--- src/rtl/tvpj_pkg.sv ---
// ----------------------------------------------------------------------------
// tvpj_pkg
// Shared types, constants and helpers for the three-view projection Jacobian.
// ----------------------------------------------------------------------------
`default_nettype none

package tvpj_pkg;

  localparam int NUM_VIEWS      = 3;
  localparam int FRAC_BITS      = 16;
  localparam int COEFS_PER_VIEW = 12;
  localparam int NUM_COEFS      = NUM_VIEWS * COEFS_PER_VIEW;
  localparam int VIEW_W         = 2;
  localparam int IDX_W          = 6;
  localparam int NUM_W          = 50;
  localparam int DVD_W          = NUM_W + FRAC_BITS;
  localparam int QCNT_W         = $clog2(DVD_W + 1);

  localparam logic REQ_LOAD  = 1'b0;
  localparam logic REQ_POINT = 1'b1;

  typedef struct packed {
    logic               req_type;
    logic [5:0]         coef_index;
    logic signed [31:0] coef_value;
    logic signed [31:0] point_x;
    logic signed [31:0] point_y;
    logic signed [31:0] point_z;
    logic signed [31:0] point_w;
  } in_req_t;

  typedef struct packed {
    logic [1:0]         view_sel;
    logic               axis_sel;
    logic [1:0]         column_sel;
    logic signed [31:0] proj_value;
    logic signed [31:0] d_point;
    logic signed [31:0] d_own_row;
    logic signed [31:0] d_depth_row;
    logic               zero_depth;
    logic               last_flag;
  } out_req_t;

  typedef struct packed {
    logic                    start;
    logic signed [NUM_W-1:0] num;
    logic signed [NUM_W-1:0] den;
  } div_cmd_t;

  typedef enum logic [3:0] {
    S_IDLE,
    S_ROW_RD,
    S_ROW_MUL,
    S_ROW_ACC,
    S_QDIV,
    S_QWAIT,
    S_ODIV,
    S_OWAIT,
    S_J_RD2,
    S_J_RD1,
    S_J_NUM,
    S_J_DWAIT,
    S_J_DEP,
    S_J_EMIT
  } state_t;

  function automatic logic signed [31:0] sat32(input logic signed [63:0] v);
    logic signed [31:0] r;
    if (v > 64'sh0000_0000_7FFF_FFFF) begin
      r = 32'sh7FFF_FFFF;
    end else if (v < -64'sh0000_0000_8000_0000) begin
      r = 32'sh8000_0000;
    end else begin
      r = v[31:0];
    end
    return r;
  endfunction

endpackage

`default_nettype wire

--- src/rtl/tvpj_mul.sv ---
// ----------------------------------------------------------------------------
// tvpj_mul
// Shared signed 32x32 multiplier with registered product and capture enable.
// ----------------------------------------------------------------------------
`default_nettype none

module tvpj_mul (
  input  wire logic               clk,
  input  wire logic               en,
  input  wire logic signed [31:0] a,
  input  wire logic signed [31:0] b,
  output logic signed [63:0]      p_r
);
  import tvpj_pkg::*;

  always_ff @(posedge clk) begin
    if (en) begin
      p_r <= a * b;
    end
  end

endmodule

`default_nettype wire

--- config.mk ---
export PLATFORM = sky130hd
export DESIGN_NAME = tvpj_mul
export DESIGN_NICKNAME = d
export VERILOG_FILES = /design/src/rtl/tvpj_pkg.sv /design/src/rtl/tvpj_mul.sv
export SDC_FILE = /design/constraint.sdc
export NUM_CORES = 2
export LEC_CHECK = 0
export ABC_AREA = 1
export BUFFER_PORTS_ARGS = -buffer_cell sky130_fd_sc_hd__clkbuf_2
export CORE_ASPECT_RATIO = 0.75
export CORE_MARGIN = 3
export CORE_UTILIZATION = 30
export DETAILED_ROUTE_END_ITERATION = 8
export PLACE_DENSITY = 0.54
export SETUP_SLACK_MARGIN = 0.1
export SLEW_MARGIN = 10
export SYNTH_ARGS = -nofsm -noshare
export SYNTH_HDL_FRONTEND = slang
export SYNTH_SLANG_ARGS = --single-unit
--- constraint.sdc ---
create_clock -name clk -period 8.5 [get_ports clk]
set_clock_uncertainty 0.15 [all_clocks]
set_input_delay 0.85 -clock clk [delete_from_list [all_inputs] [get_ports clk]]
set_output_delay 0.85 -clock clk [all_outputs]
set_load 0.005 [all_outputs]
Yosys cells after proc, flatten, opt, wreduce, memory -nomap -nowiden
Index checks and enable logic that the tools add are counted.

Register bits after elaboration: 64. Logic and storage cells: 2. Bits of input ports: 66.

Multiply operators: 1.

Operators with widths (number): multiplier 32 x 32 -> 64 bit (1).

Depth between registers and ports, before layout
Depth after elaboration: 1. Gate-level depth with buffers: 31. Gate-level depth less buffers: 30.

Worst setup path before layout
Ideal clock, no wire load.

Path type: input to register. From: input port a[31]. To: register p_r[59] (data pin). Setup slack: 0.715 ns. Stages: 27. Arrival: 7.382 ns. Data required time: 8.097 ns. Library setup time: 0.253 ns. Cells stage by stage: clkbuf_1 nand2_1 inv_1 fa_1 inv_1 fa_1 inv_1 fa_1 fa_1 inv_1 fa_1 inv_1 fa_1 inv_1 fa_1 fa_1 inv_1 ha_1 nand2_2 nor2_1 inv_1 nor2_1 nand2_1 nor3_1 nand2_1 nand4_1 nand2_1.

Word-level cells in the longest chain between the ends: 1.

Ends and longest elaborated chain: from (decl) (line tvpj_mul.sv:10) `input wire logic signed [31:0] a,`; multiplier 32 x 32 -> 64 bit (line tvpj_mul.sv:18) `p_r <= a * b;`; to (signal assigned) (line tvpj_mul.sv:18); to (decl) (line tvpj_mul.sv:12) `output logic signed [63:0] p_r`.

Every way passes these cells. A chain may end at the register's enable or synchronous reset.

Worst setup path in the final report
From: input port b[6]. To: register p_r[54] (data pin).

Word-level cells in the longest chain between the ends: 1.

Ends and longest elaborated chain: from (decl) (line tvpj_mul.sv:11) `input wire logic signed [31:0] b,`; multiplier 32 x 32 -> 64 bit (line tvpj_mul.sv:18).

Every way passes these cells.

==> reports/metrics.cfg <==
[clocking]
h-tree-depth=3
cts_setup_buffers=0
cts_buffers=9
cts_sinks=64
clk_pin_slew_ps=60
root_buffer=clkbuf_16
max-clock-path-buffers=2
cts_hold_buf=0
cts_tree=yes
cts.repair.resized=0

[logic_synthesis]
synthDistinctLibCells=27
ys_seq_area_frac=0.0471
syn-num-nets=6456
synth_area_leaders=fa_1, inv_1, nand2_1, ha_1, edfxtp_1
yosys.area.top_type=fa_1
synth_compound_area_frac=0.0124
yosysTopAreaCellShare=0.530
synth_edf_count=64
synth-xor-area-share=0.00729
syn_inst=5124
avgSynthCellArea_um2=7.97
syn-cell-area_um2=40800
synth_top_family_by_area=adder cells
ys_seq_elements=64
synth_fa_ha_area_frac=0.587
async_flop_share=0
synthMuxAreaShare=0
yosys-top-cells-count=inv_1, nand2_1, fa_1
post-synth-top-count-cell=inv_1
synthSimpleGateAreaFrac=0.173
synth_warnings=0
synthFlopType=edfxtp_1

[route]
routed_wl_um=120000
vias_per_cell=4.37
num_vias=30500
drt-pass1-iter-count=5
first_iter_violations=2121
routedWlPerCell_um=17.2
ant_nets=0
drc_errors=0

[timing]
grt_setup_unrepaired=false
fin_setup_tns_ps=0
fin_crit_ps=8000
worst_pin_slew_ps=954
maxSlewHeadroom=0.364
final_max_slew_viol_count=0
finalSetupViolations=0
finalCritPeriodShare=0.941
max_freq_mhz=125
hold_viol=0

[place]
place.gp.congestion=0.914
port_buffers=129
dp.final_hpwl_um=108000
dp_cells=6956

[cells_and_area]
syn2layout_area_growth_pct=8.77
final_layout_size_suffix_gt1_frac=0.0675
insertedDiodeCount=0
fillCellCount=14200
largest_register_ffs=64
fin_util=0.331
stdcell_count=6972
final_nets=6529
top_regs=p_r: 64 flops
multi_input_area_um2=31800
regMostFlops=p_r
regArea_um2=1920

[critical_path]
cp.required_ps=8420
critPathMaxFanout=13
worst_path_largest_cell_delay_ps=530
cp-start-kind=input port
endpoint_kind=register
worstPathArrival_ps=7920
path_class=input port to register
critPathSlowestCell=fa_1

[floorplan]
start_util=0.304
rows=116
die_area_um2=141000
die_y_um=326
fp.dieW_um=432
io_pins=130
core_um2=134000

[global_routing]
grtUsageTotal=0.178
grt_pass1_wl_um=195000
grt-ovfl-total=0
grt_pass1_vias=33000
antenna_found_initial=3
grt_max_degree=65

[job]
max_cap_viol_count=0

[hold_path]
hp-class=input port to register

[status]
outcome=finished clean

[routing by layer]
metal	part of all wire	GRT usage
met4	0.012	0.0190
met1	0.48	0.266
met2	0.45	0.283
met5	0	0
met3	0.064	0.0225
[layout by cell type (no fill, tap or decap), types with 9 or more instances in the layout]
master        n
inv_1      1692
nand2_1    1504
fa_1       1080
ha_1        184
clkbuf_2    128
buf_4       110
nor2_1       93
nand3_1      73
edfxtp_1     64
a21oi_1      62
nor2_2       31
xor2_1       31
nand2_2      21
o21ai_0      17
buf_12       15
nand4_1      13
nor3_1       11
clkbuf_16     9
[critical path, delay by kind of cell]
family	cells	cell delay, ps
buffers and inverters	10	1470
AND/OR/NAND/NOR	9	1270
adder cells (fa/ha/maj)	9	4320
[cell type report]
| class | count | area share |
|---|---|---|
| Multi-Input combinational cell | 3168 | 0.716 |
| Inverter | 1700 | 0.144 |
| Sequential cell | 64 | 0.0433 |
| Timing Repair Buffer | 254 | 0.0399 |
| Clock inverter | 7 | 0.00194 |
| Tap cell | 1770 | 0.0498 |
| Clock buffer | 9 | 0.00507 |
[final timing paths]
path,start,endpoint,slack [ps],depth (start not counted)
setup / recovery,b[6],p_r[54],500,28
hold / removal,b[0],p_r[0],1000,3
[metrics by stage]
step	hold WS, ps	instance area, µm²	setup WS [ps]
after detailed placement	1100	44100	81.2
final	996	44400	501
after global routing	995	44400	115
after global placement	1100	44100	140
after CTS	962	44400	443
after floorplan	812	40800	715
[cell families after synthesis]
| family | after synthesis |
|---|---|
| XOR/XNOR | 34 |
| flip-flops | 64 |
| AO/OA/AOI/OAI | 95 |
| adder cells (fa/ha/maj) | 1266 |
| AND/OR/NAND/NOR | 1773 |
| buffers and inverters | 1892 |
Power is not shown: default switching activity piles up to over one toggle a cycle in this logic, so the estimate is an artifact.
