===== src/rtl/tvpj_pkg.sv =====
// ----------------------------------------------------------------------------
// tvpj_pkg
// Shared types, constants and helpers for the three-view projection Jacobian.
// ----------------------------------------------------------------------------
`default_nettype none

package tvpj_pkg;

  localparam int NUM_VIEWS      = 3;
  localparam int FRAC_BITS      = 16;
  localparam int COEFS_PER_VIEW = 12;
  localparam int NUM_COEFS      = NUM_VIEWS * COEFS_PER_VIEW;
  localparam int VIEW_W         = 2;
  localparam int IDX_W          = 6;
  localparam int NUM_W          = 50;
  localparam int DVD_W          = NUM_W + FRAC_BITS;
  localparam int QCNT_W         = $clog2(DVD_W + 1);

  localparam logic REQ_LOAD  = 1'b0;
  localparam logic REQ_POINT = 1'b1;

  typedef struct packed {
    logic               req_type;
    logic [5:0]         coef_index;
    logic signed [31:0] coef_value;
    logic signed [31:0] point_x;
    logic signed [31:0] point_y;
    logic signed [31:0] point_z;
    logic signed [31:0] point_w;
  } in_req_t;

  typedef struct packed {
    logic [1:0]         view_sel;
    logic               axis_sel;
    logic [1:0]         column_sel;
    logic signed [31:0] proj_value;
    logic signed [31:0] d_point;
    logic signed [31:0] d_own_row;
    logic signed [31:0] d_depth_row;
    logic               zero_depth;
    logic               last_flag;
  } out_req_t;

  typedef struct packed {
    logic                    start;
    logic signed [NUM_W-1:0] num;
    logic signed [NUM_W-1:0] den;
  } div_cmd_t;

  typedef enum logic [3:0] {
    S_IDLE,
    S_ROW_RD,
    S_ROW_MUL,
    S_ROW_ACC,
    S_QDIV,
    S_QWAIT,
    S_ODIV,
    S_OWAIT,
    S_J_RD2,
    S_J_RD1,
    S_J_NUM,
    S_J_DWAIT,
    S_J_DEP,
    S_J_EMIT
  } state_t;

  function automatic logic signed [31:0] sat32(input logic signed [63:0] v);
    logic signed [31:0] r;
    if (v > 64'sh0000_0000_7FFF_FFFF) begin
      r = 32'sh7FFF_FFFF;
    end else if (v < -64'sh0000_0000_8000_0000) begin
      r = 32'sh8000_0000;
    end else begin
      r = v[31:0];
    end
    return r;
  endfunction

endpackage

`default_nettype wire


===== src/rtl/tvpj_div.sv =====
// ----------------------------------------------------------------------------
// tvpj_div
// Bit-serial signed divider: trunc(num * 2^FRAC_BITS / den), saturated to 32.
// ----------------------------------------------------------------------------
`default_nettype none

module tvpj_div (
  input  wire logic                clk,
  input  wire logic                rst_n,
  input  wire tvpj_pkg::div_cmd_t  cmd,
  output logic                     done_r,
  output logic signed [31:0]       quo_r
);
  import tvpj_pkg::*;

  logic              busy_r;
  logic [QCNT_W-1:0] cnt_r;
  logic [DVD_W-1:0]  dvd_r;
  logic [DVD_W-1:0]  acc_r;
  logic [NUM_W-1:0]  rem_r;
  logic [NUM_W-1:0]  ad_r;
  logic              neg_r;

  logic [NUM_W-1:0]  an;
  logic [NUM_W-1:0]  dn;
  logic [NUM_W:0]    rem_s;
  logic              qbit;
  logic [NUM_W:0]    rem_d;
  logic [NUM_W-1:0]  rem_nxt;
  logic [DVD_W-1:0]  acc_nxt;
  logic [31:0]       limit;
  logic              ovf;
  logic signed [31:0] res_nxt;

  always_comb begin
    an      = cmd.num[NUM_W-1] ? NUM_W'(-cmd.num) : NUM_W'(cmd.num);
    dn      = cmd.den[NUM_W-1] ? NUM_W'(-cmd.den) : NUM_W'(cmd.den);
    rem_s   = {rem_r, dvd_r[DVD_W-1]};
    qbit    = (rem_s >= {1'b0, ad_r});
    rem_d   = rem_s - {1'b0, ad_r};
    rem_nxt = qbit ? rem_d[NUM_W-1:0] : rem_s[NUM_W-1:0];
    acc_nxt = {acc_r[DVD_W-2:0], qbit};
    limit   = neg_r ? 32'h8000_0000 : 32'h7FFF_FFFF;
    ovf     = (|acc_nxt[DVD_W-1:32]) || (acc_nxt[31:0] > limit);
    if (ovf) begin
      res_nxt = neg_r ? 32'sh8000_0000 : 32'sh7FFF_FFFF;
    end else begin
      res_nxt = neg_r ? -$signed(acc_nxt[31:0]) : $signed(acc_nxt[31:0]);
    end
  end

  always_ff @(posedge clk) begin
    if (!rst_n) begin
      busy_r <= 1'b0;
      done_r <= 1'b0;
    end else begin
      done_r <= 1'b0;
      if (cmd.start) begin
        if (cmd.den == '0) begin
          done_r <= 1'b1;
          if (cmd.num > 0) begin
            quo_r <= 32'sh7FFF_FFFF;
          end else if (cmd.num < 0) begin
            quo_r <= 32'sh8000_0000;
          end else begin
            quo_r <= '0;
          end
        end else begin
          busy_r <= 1'b1;
          cnt_r  <= '0;
          dvd_r  <= {an, {FRAC_BITS{1'b0}}};
          acc_r  <= '0;
          rem_r  <= '0;
          ad_r   <= dn;
          neg_r  <= cmd.num[NUM_W-1] ^ cmd.den[NUM_W-1];
        end
      end else if (busy_r) begin
        rem_r <= rem_nxt;
        dvd_r <= {dvd_r[DVD_W-2:0], 1'b0};
        acc_r <= acc_nxt;
        cnt_r <= cnt_r + 1'b1;
        if (cnt_r == QCNT_W'(DVD_W - 1)) begin
          busy_r <= 1'b0;
          done_r <= 1'b1;
          quo_r  <= res_nxt;
        end
      end
    end
  end

endmodule

`default_nettype wire


===== config.mk =====
export PLATFORM = sky130hd
export DESIGN_NAME = tvpj_div
export DESIGN_NICKNAME = d
export VERILOG_FILES = /design/src/rtl/tvpj_pkg.sv /design/src/rtl/tvpj_div.sv
export SDC_FILE = /design/constraint.sdc
export NUM_CORES = 1
export LEC_CHECK = 0
export ABC_AREA = 1
export BUFFER_PORTS_ARGS = -buffer_cell sky130_fd_sc_hd__buf_2
export CAP_MARGIN = 30
export CORE_MARGIN = 2
export CORE_UTILIZATION = 55
export CTS_BUF_LIST = sky130_fd_sc_hd__clkbuf_4
export CTS_CLUSTER_DIAMETER = 30
export DETAILED_ROUTE_END_ITERATION = 8
export PLACE_DENSITY = 0.86
export SETUP_SLACK_MARGIN = 0.3
export SLEW_MARGIN = 20
export SYNTH_ARGS = -nofsm -noshare
export SYNTH_HDL_FRONTEND = slang
export SYNTH_SLANG_ARGS = --single-unit
export TNS_END_PERCENT = 50

===== constraint.sdc =====
create_clock -name clk -period 13.9 [get_ports clk]
set_input_delay 0.695 -clock clk [delete_from_list [all_inputs] [get_ports clk]]
set_output_delay 0.695 -clock clk [all_outputs]
set_load 0.01 [all_outputs]

# Word-level counts from Yosys, hierarchy flattened

Cells that the tools add are included.

Flip-flop bits (word level): 273
Input bits: 103
Output and inout port bits: 33
Logic and storage cells: 64

$add $sub $neg: 5
Order comparisons: 4
Equal/unequal tests: 3
Muxes and demuxes: 32
Bitwise operators: 2
Reduce and logical (&&, ||, !) cells: 8

Operator list:

| operator                                                                          | number |
|---|---|
| 32-bit two-way mux                                                                | 9 |
| 50-bit two-way mux                                                                | 5 |
| 66-bit two-way mux                                                                | 3 |
| 65-bit two-way mux                                                                | 3 |
| 50-bit negator                                                                    | 2 |
| 51-bit by 50-bit >= comparator with 1-bit output                                  | 1 |
| 50-bit by 1-bit greater-than comparator with 1-bit output (second input constant) | 1 |
| 50-bit logical NOT                                                                | 1 |
| 50-bit by 1-bit less-than comparator with 1-bit output (second input constant)    | 1 |
| 50-bit subtractor                                                                 | 1 |
| 49-bit two-way mux                                                                | 1 |
| 34-bit OR reduction                                                               | 1 |
| 32-bit greater-than comparator                                                    | 1 |
| 32-bit negator                                                                    | 1 |
| 7-bit two-way mux                                                                 | 3 |
| 1-bit two-way mux                                                                 | 8 |
| 7-bit by 1-bit adder with 7-bit output (second input constant)                    | 1 |
| 7-bit equality test (second input constant)                                       | 1 |
| 3-bit AND reduction                                                               | 2 |
| 4-bit AND reduction                                                               | 1 |
| 2-bit nonzero test                                                                | 2 |
| 2-bit by 1-bit != test with 1-bit output (second input constant)                  | 1 |
| 2-bit != test (second input constant)                                             | 1 |
| 1-bit logical OR                                                                  | 1 |
| other kinds (2)                                                                   | 2 |

# Longest topological paths before layout

Depth after elaboration: 7
Depth in mapped cells: 34
Mapped depth without buffers: 32

# Least setup slack after synthesis

OpenSTA, ideal clock, no wires.

Path kind: input port to flip-flop
Start point: input port cmd[0] in the netlist's numbering
End point: register acc_r[0], enable pin
Setup time: 0.914 ns
Arrival time: 13.073 ns
Required time: 12.986 ns
Slack: -0.087 ns
Stages on the path: 11
Path buffers: 0
Path through: inv_1 -> ha_1 -> nand2_2 -> nor2_1 -> nand4_1 -> nor2_1 -> inv_1 -> nor4_2 -> nand2_1 -> inv_1 -> nor3_1

Cells in the longest elaborated chain, start to end: 3

Ends and longest elaborated chain:

| what                                 | line           | RTL |
|---|---|---|
| from (decl)                          | tvpj_div.sv:10 | `input wire tvpj_pkg::div_cmd_t cmd,` |
| 50-bit logical NOT                   | tvpj_div.sv:59 | `if (cmd.den == '0) begin` |
| 2-bit != test (no source line)       | -              |  |
| 3-bit AND reduction (no source line) | -              |  |
| to (signal assigned)                 | tvpj_div.sv:80 | `acc_r <= acc_nxt;` |
| to (decl)                            | tvpj_div.sv:19 | `logic [DVD_W-1:0] acc_r;` |

Every way passes these cells.
A chain may end at the register's enable or synchronous reset.

# Worst setup path after layout

Start point: register rem_r[17]
End point: register quo_r[2], data pin

Cells in the longest elaborated chain, start to end: 7
Elaborated cells between the ends (all ways): 9
Classes of those cells: 1 x add/sub; 2 x order compare; 5 x mux; 1 x reduce/logical

Ends and longest elaborated chain:

| what                                                                    | line                           | RTL |
|---|---|---|
| from (decl)                                                             | tvpj_div.sv:20                 | `logic [NUM_W-1:0] rem_r;` |
| from (signal assigned)                                                  | tvpj_div.sv:78                 | `rem_r <= rem_nxt;` |
| 51-bit by 50-bit >= comparator with 1-bit output *                      | tvpj_div.sv:39                 | `qbit = (rem_s >= {1'b0, ad_r});` |
| 32-bit negator / 32-bit greater-than comparator (equally long branches) | tvpj_div.sv:48, tvpj_div.sv:44 |  |
| 32-bit two-way mux / 1-bit logical OR (equally long branches)           | tvpj_div.sv:48, tvpj_div.sv:44 |  |
| 32-bit two-way mux *                                                    | tvpj_div.sv:45                 | `if (ovf) begin` |
| 32-bit two-way mux *                                                    | tvpj_div.sv:82                 | `if (cnt_r == QCNT_W'(DVD_W - 1)) begin` |
| 32-bit two-way mux *                                                    | tvpj_div.sv:77                 | `end else if (busy_r) begin` |
| 32-bit two-way mux *                                                    | tvpj_div.sv:58                 | `if (cmd.start) begin` |
| to (signal assigned)                                                    | tvpj_div.sv:85                 | `quo_r <= res_nxt;` |
| to (decl)                                                               | tvpj_div.sv:12                 | `output logic signed [31:0] quo_r` |

Every way passes the cells marked *; elsewhere a longest branch is shown, timed or not. The select of a mux whose other input is x is not followed.

==> impl_metrics.toml <==
[power]
power_density_nw_per_um2 = 113
ir_worst_vdd_mv = 0.0669
p_leak_nw = 8.57
seqPwrFrac = 0.418
p_int_mw = 1.55
clockPowerShare = 0.349
switchingPower_uw = 729
total_power_mw = 2.28
p_comb_frac = 0.233
switching_share = 0.320

[logic_synthesis]
synth.distinct_cells = 58
synthCells = 2245
synth_nets = 2436
synth_seq_area_share = 0.428
ys_warn_count = 0
synth_ff_type = "edfxtp_1"
synth_edf_count = 255
syn_area_sq_um = 18000
avgSynthCellArea_sq_um = 8.01
async_flop_share = 0
ys_ff_latch = 257

[sta]
tightest_slew_ps = 939
fin_crit_sh = 0.366
fin_ws_ps = 8810
hold_viol = 0
setup_viol = 0
rsz0062_at_grt = "no"
holdWs_ps = 268
fmax_mhz = 197
fin_worst_skew_ps = 64.6
setup-tns-final_ps = 0
relSlewSlack = 0.374
drv_slew = 0
fin_crit_ps = 5090

[critical_path]
start_kind = "flop"
required_ps = 14350
worstSetupPathType = "reg -> reg"
cpMaxStageDelayCell = "a21oi_2"
critPathArrivalTime_ps = 5540
r2r_setup_slack_ps = 8810
crit_chain = "ha_1, a21oi_1, o21ai_0, a21oi_1, nand3_2, nand2_4, nand2_4, inv_2, ha_1, inv_1, nand2_1, nand2_1, nand2_1, nand2_1, nand2_1, nand2_1, nand2_1, nand2_1, nand2_1, nand2_1, a21boi_4, nor2_1, a21oi_2, o21ai_0"
end_kind = "flop"
worst_path_most_repeated_cell = "nand2_1"
max_stage_delay_ps = 720
crit_fanout = 94

[route]
drtIter0Drc = 1433
vias = 16200
antenna_left = 0
drt_wl_total_mm = 46.5
vias_per_cell = 5.58
wl_per_cell_um = 16.0
drcViolationCount = 0
drtPass1Iterations = 6

[floorplanning]
dieArea_sq_um = 34100
core_sq_um = 32400
rows = 66
ios = 136
initial_core_util = 0.555
die_h_um = 185
die_w_um = 185

[global_routing]
grt_pass1_vias = 15700
grt_busiest_layer = "met2"
grt_first_pass_wirelength_mm = 76.0
use_met1 = 0.367
grtUsageMet2 = 0.454
groute.usage.overall = 0.276
grt_use_met3 = 0.0484
grt_max_degree = 113
grt_overflow = 0
antenna_found_initial = 2

[cells_and_area]
drive_above_1_share = 0.133
nets = 2599
fill_cells = 2851
fin_util = 0.621
area_delta_synth_final_pct = 11.9

[clock_tree]
cts_setup_buffers = 0
cts-root-buf = "clkbuf_4"
htree_levels = 3
clk_path_buf_depth = 3
hold_buffers = 0
cts_tree = "yes"
cts.sinks = 257
cts_resized = 0
path_clk_slew_ps = 60
cts_made_buffers = 73
clock_latency_ps = 750

[place]
gp_congestion = 1.01
pre_cts_ws_ps = 8840
hpwl_mm = 34.6
port_buffers = 135

[run]
cap_violations = 0

[min_path]
hp-class = "in -> reg"

[outcome]
status = "finished clean"
==> registers in the layout, summed over array words and instances, names as in the netlist <==
| name | cells |
|---|---|
| quo_r | 32 |
| cnt_r | 7 |
| neg_r | 1 |
| ad_r | 50 |
| acc_r | 65 |
| busy_r | 1 |
| rem_r | 50 |
| dvd_r | 50 |
| done_r | 1 |
==> per-stage QoR <==
| step | cell area [sq um] | cells |
|---|---|---|
| global route | 20100 | 2907 |
| finish | 20100 | 2908 |
| floorplan | 18000 | 2245 |
| detailed placement | 19000 | 2774 |
| CTS | 20100 | 2904 |
| global placement | 19000 | 2774 |
==> power groups by stage <==
| stage | clock network, mW | registers [mW] | logic, mW |
|---|---|---|---|
| floorplan | 0 | 0.967 | 0.380 |
| detailed placement | 0 | 0.968 | 0.519 |
| global placement | 0 | 0.965 | 0.504 |
| finish | 0.795 | 0.952 | 0.532 |
| global route | 0.846 | 0.958 | 0.593 |
| CTS | 0.810 | 0.952 | 0.523 |
==> placed cells by master, fill, tap and decap left out, drive strengths merged, types with 2 or more instances in the layout <==
cell type | Yosys | final
nand2 | 422 | 422
nor2 | 355 | 355
inv | 309 | 311
edfxtp | 255 | 255
o21ai | 172 | 172
buf | 22 | 144
a21oi | 142 | 142
nand3 | 110 | 110
clkbuf | 34 | 92
ha | 87 | 87
xor2 | 86 | 86
xnor2 | 47 | 47
nand4 | 39 | 39
nor3 | 37 | 37
clkinv | 3 | 29
a31oi | 28 | 28
nor4 | 25 | 25
o21bai | 15 | 15
or2 | 9 | 9
nand3b | 8 | 8
bufinv | 0 | 7
o21a | 6 | 6
o31ai | 5 | 5
a21o | 4 | 4
o211ai | 4 | 4
a211oi | 4 | 4
diode | 0 | 3
and3 | 3 | 3
and2 | 3 | 3
clkinvlp | 0 | 3
o2111ai | 2 | 2
dfxtp | 2 | 2
a21boi | 2 | 2
==> critical path: cells and delay by family, from the launching register on <==
kind,cells,cell delay (ps)
compound gates,6,1750
flops,1,400
simple gates,14,1580
buf+inv,2,490
fa+ha+maj,2,580
==> layer usage <==
metal | routed length [um] | up-vias
met4 | 1340 | 0
li1 | - | 7911
met3 | 3460 | 122
met2 | 21600 | 692
met5 | 0 | -
met1 | 20100 | 7493
==> kinds of logic (layout without fill, tap and decap cells) <==
family	after synthesis	after routing	share of synthesized area
other	0	3	0
AOI/OAI and AO/OA	386	386	0.120
adders and majority gates	88	88	0.0617
buffers and inverters	368	586	0.0805
DFF	257	257	0.428
and+or+nand+nor	1013	1013	0.245
xor gates and xnor gates	133	133	0.0648
==> Yosys cell counts (3+ instances only) <==
cell type	number	area share
a211oi_1	3	0.0013
a21o_1	4	0.0017
a21oi_1	135	0.038
a21oi_2	6	0.0029
a31oi_1	28	0.0097
and2_1	3	0.0010
and3_1	3	0.0010
buf_1	6	0.0013
buf_2	9	0.0025
buf_6	7	0.0044
clkbuf_1	33	0.0069
clkinv_1	3	0.00063
edfxtp_1	255	0.43
ha_1	87	0.061
inv_1	300	0.063
inv_2	9	0.0019
nand2_1	413	0.086
nand2_2	7	0.0024
nand3_1	106	0.030
nand3_2	3	0.0017
nand3b_1	8	0.0033
nand4_1	38	0.013
nor2_1	339	0.071
nor2_2	14	0.0049
nor3_1	29	0.0081
nor3_2	7	0.0039
nor4_1	22	0.0077
nor4_2	3	0.0021
o211ai_1	3	0.0013
o21a_1	6	0.0025
o21ai_0	128	0.036
o21ai_1	43	0.012
o21bai_1	14	0.0058
o31ai_1	5	0.0021
or2_1	4	0.0014
or2_2	5	0.0017
xnor2_1	47	0.023
xor2_1	86	0.042
==> path summary, 6_finish.rpt <==
| check | startpoint | end | cells past startpoint |
|---|---|---|---|
| setup / recovery | rem_r[17]$_SDFFCE_PP0P_ | quo_r[2]$_DFFE_PP_ | 24 |
| setup reg to reg | rem_r[17]$_SDFFCE_PP0P_ | quo_r[2]$_DFFE_PP_ | 24 |
| hold / removal | cmd[0] | ad_r[0]$_DFFE_PP_ | 1 |
| hold reg to reg | dvd_r[58]$_DFFE_PP_ | dvd_r[59]$_DFFE_PP_ | 2 |
==> layout make-up <==
| type | count | area [sq um] | area share |
|---|---|---|---|
| repair buffers | 144 | 769 | 0.0383 |
| flip-flops and latches | 257 | 7700 | 0.383 |
| clock buffers | 92 | 691 | 0.0343 |
| inverters | 312 | 1170 | 0.0583 |
| diodes | 3 | 7.51 | 0.000373 |
| multi-input cells | 1620 | 8860 | 0.441 |
| well taps | 442 | 553 | 0.0275 |
| clock inverters | 38 | 359 | 0.0179 |
No activity file was read; power rests on OpenSTA's default activity.
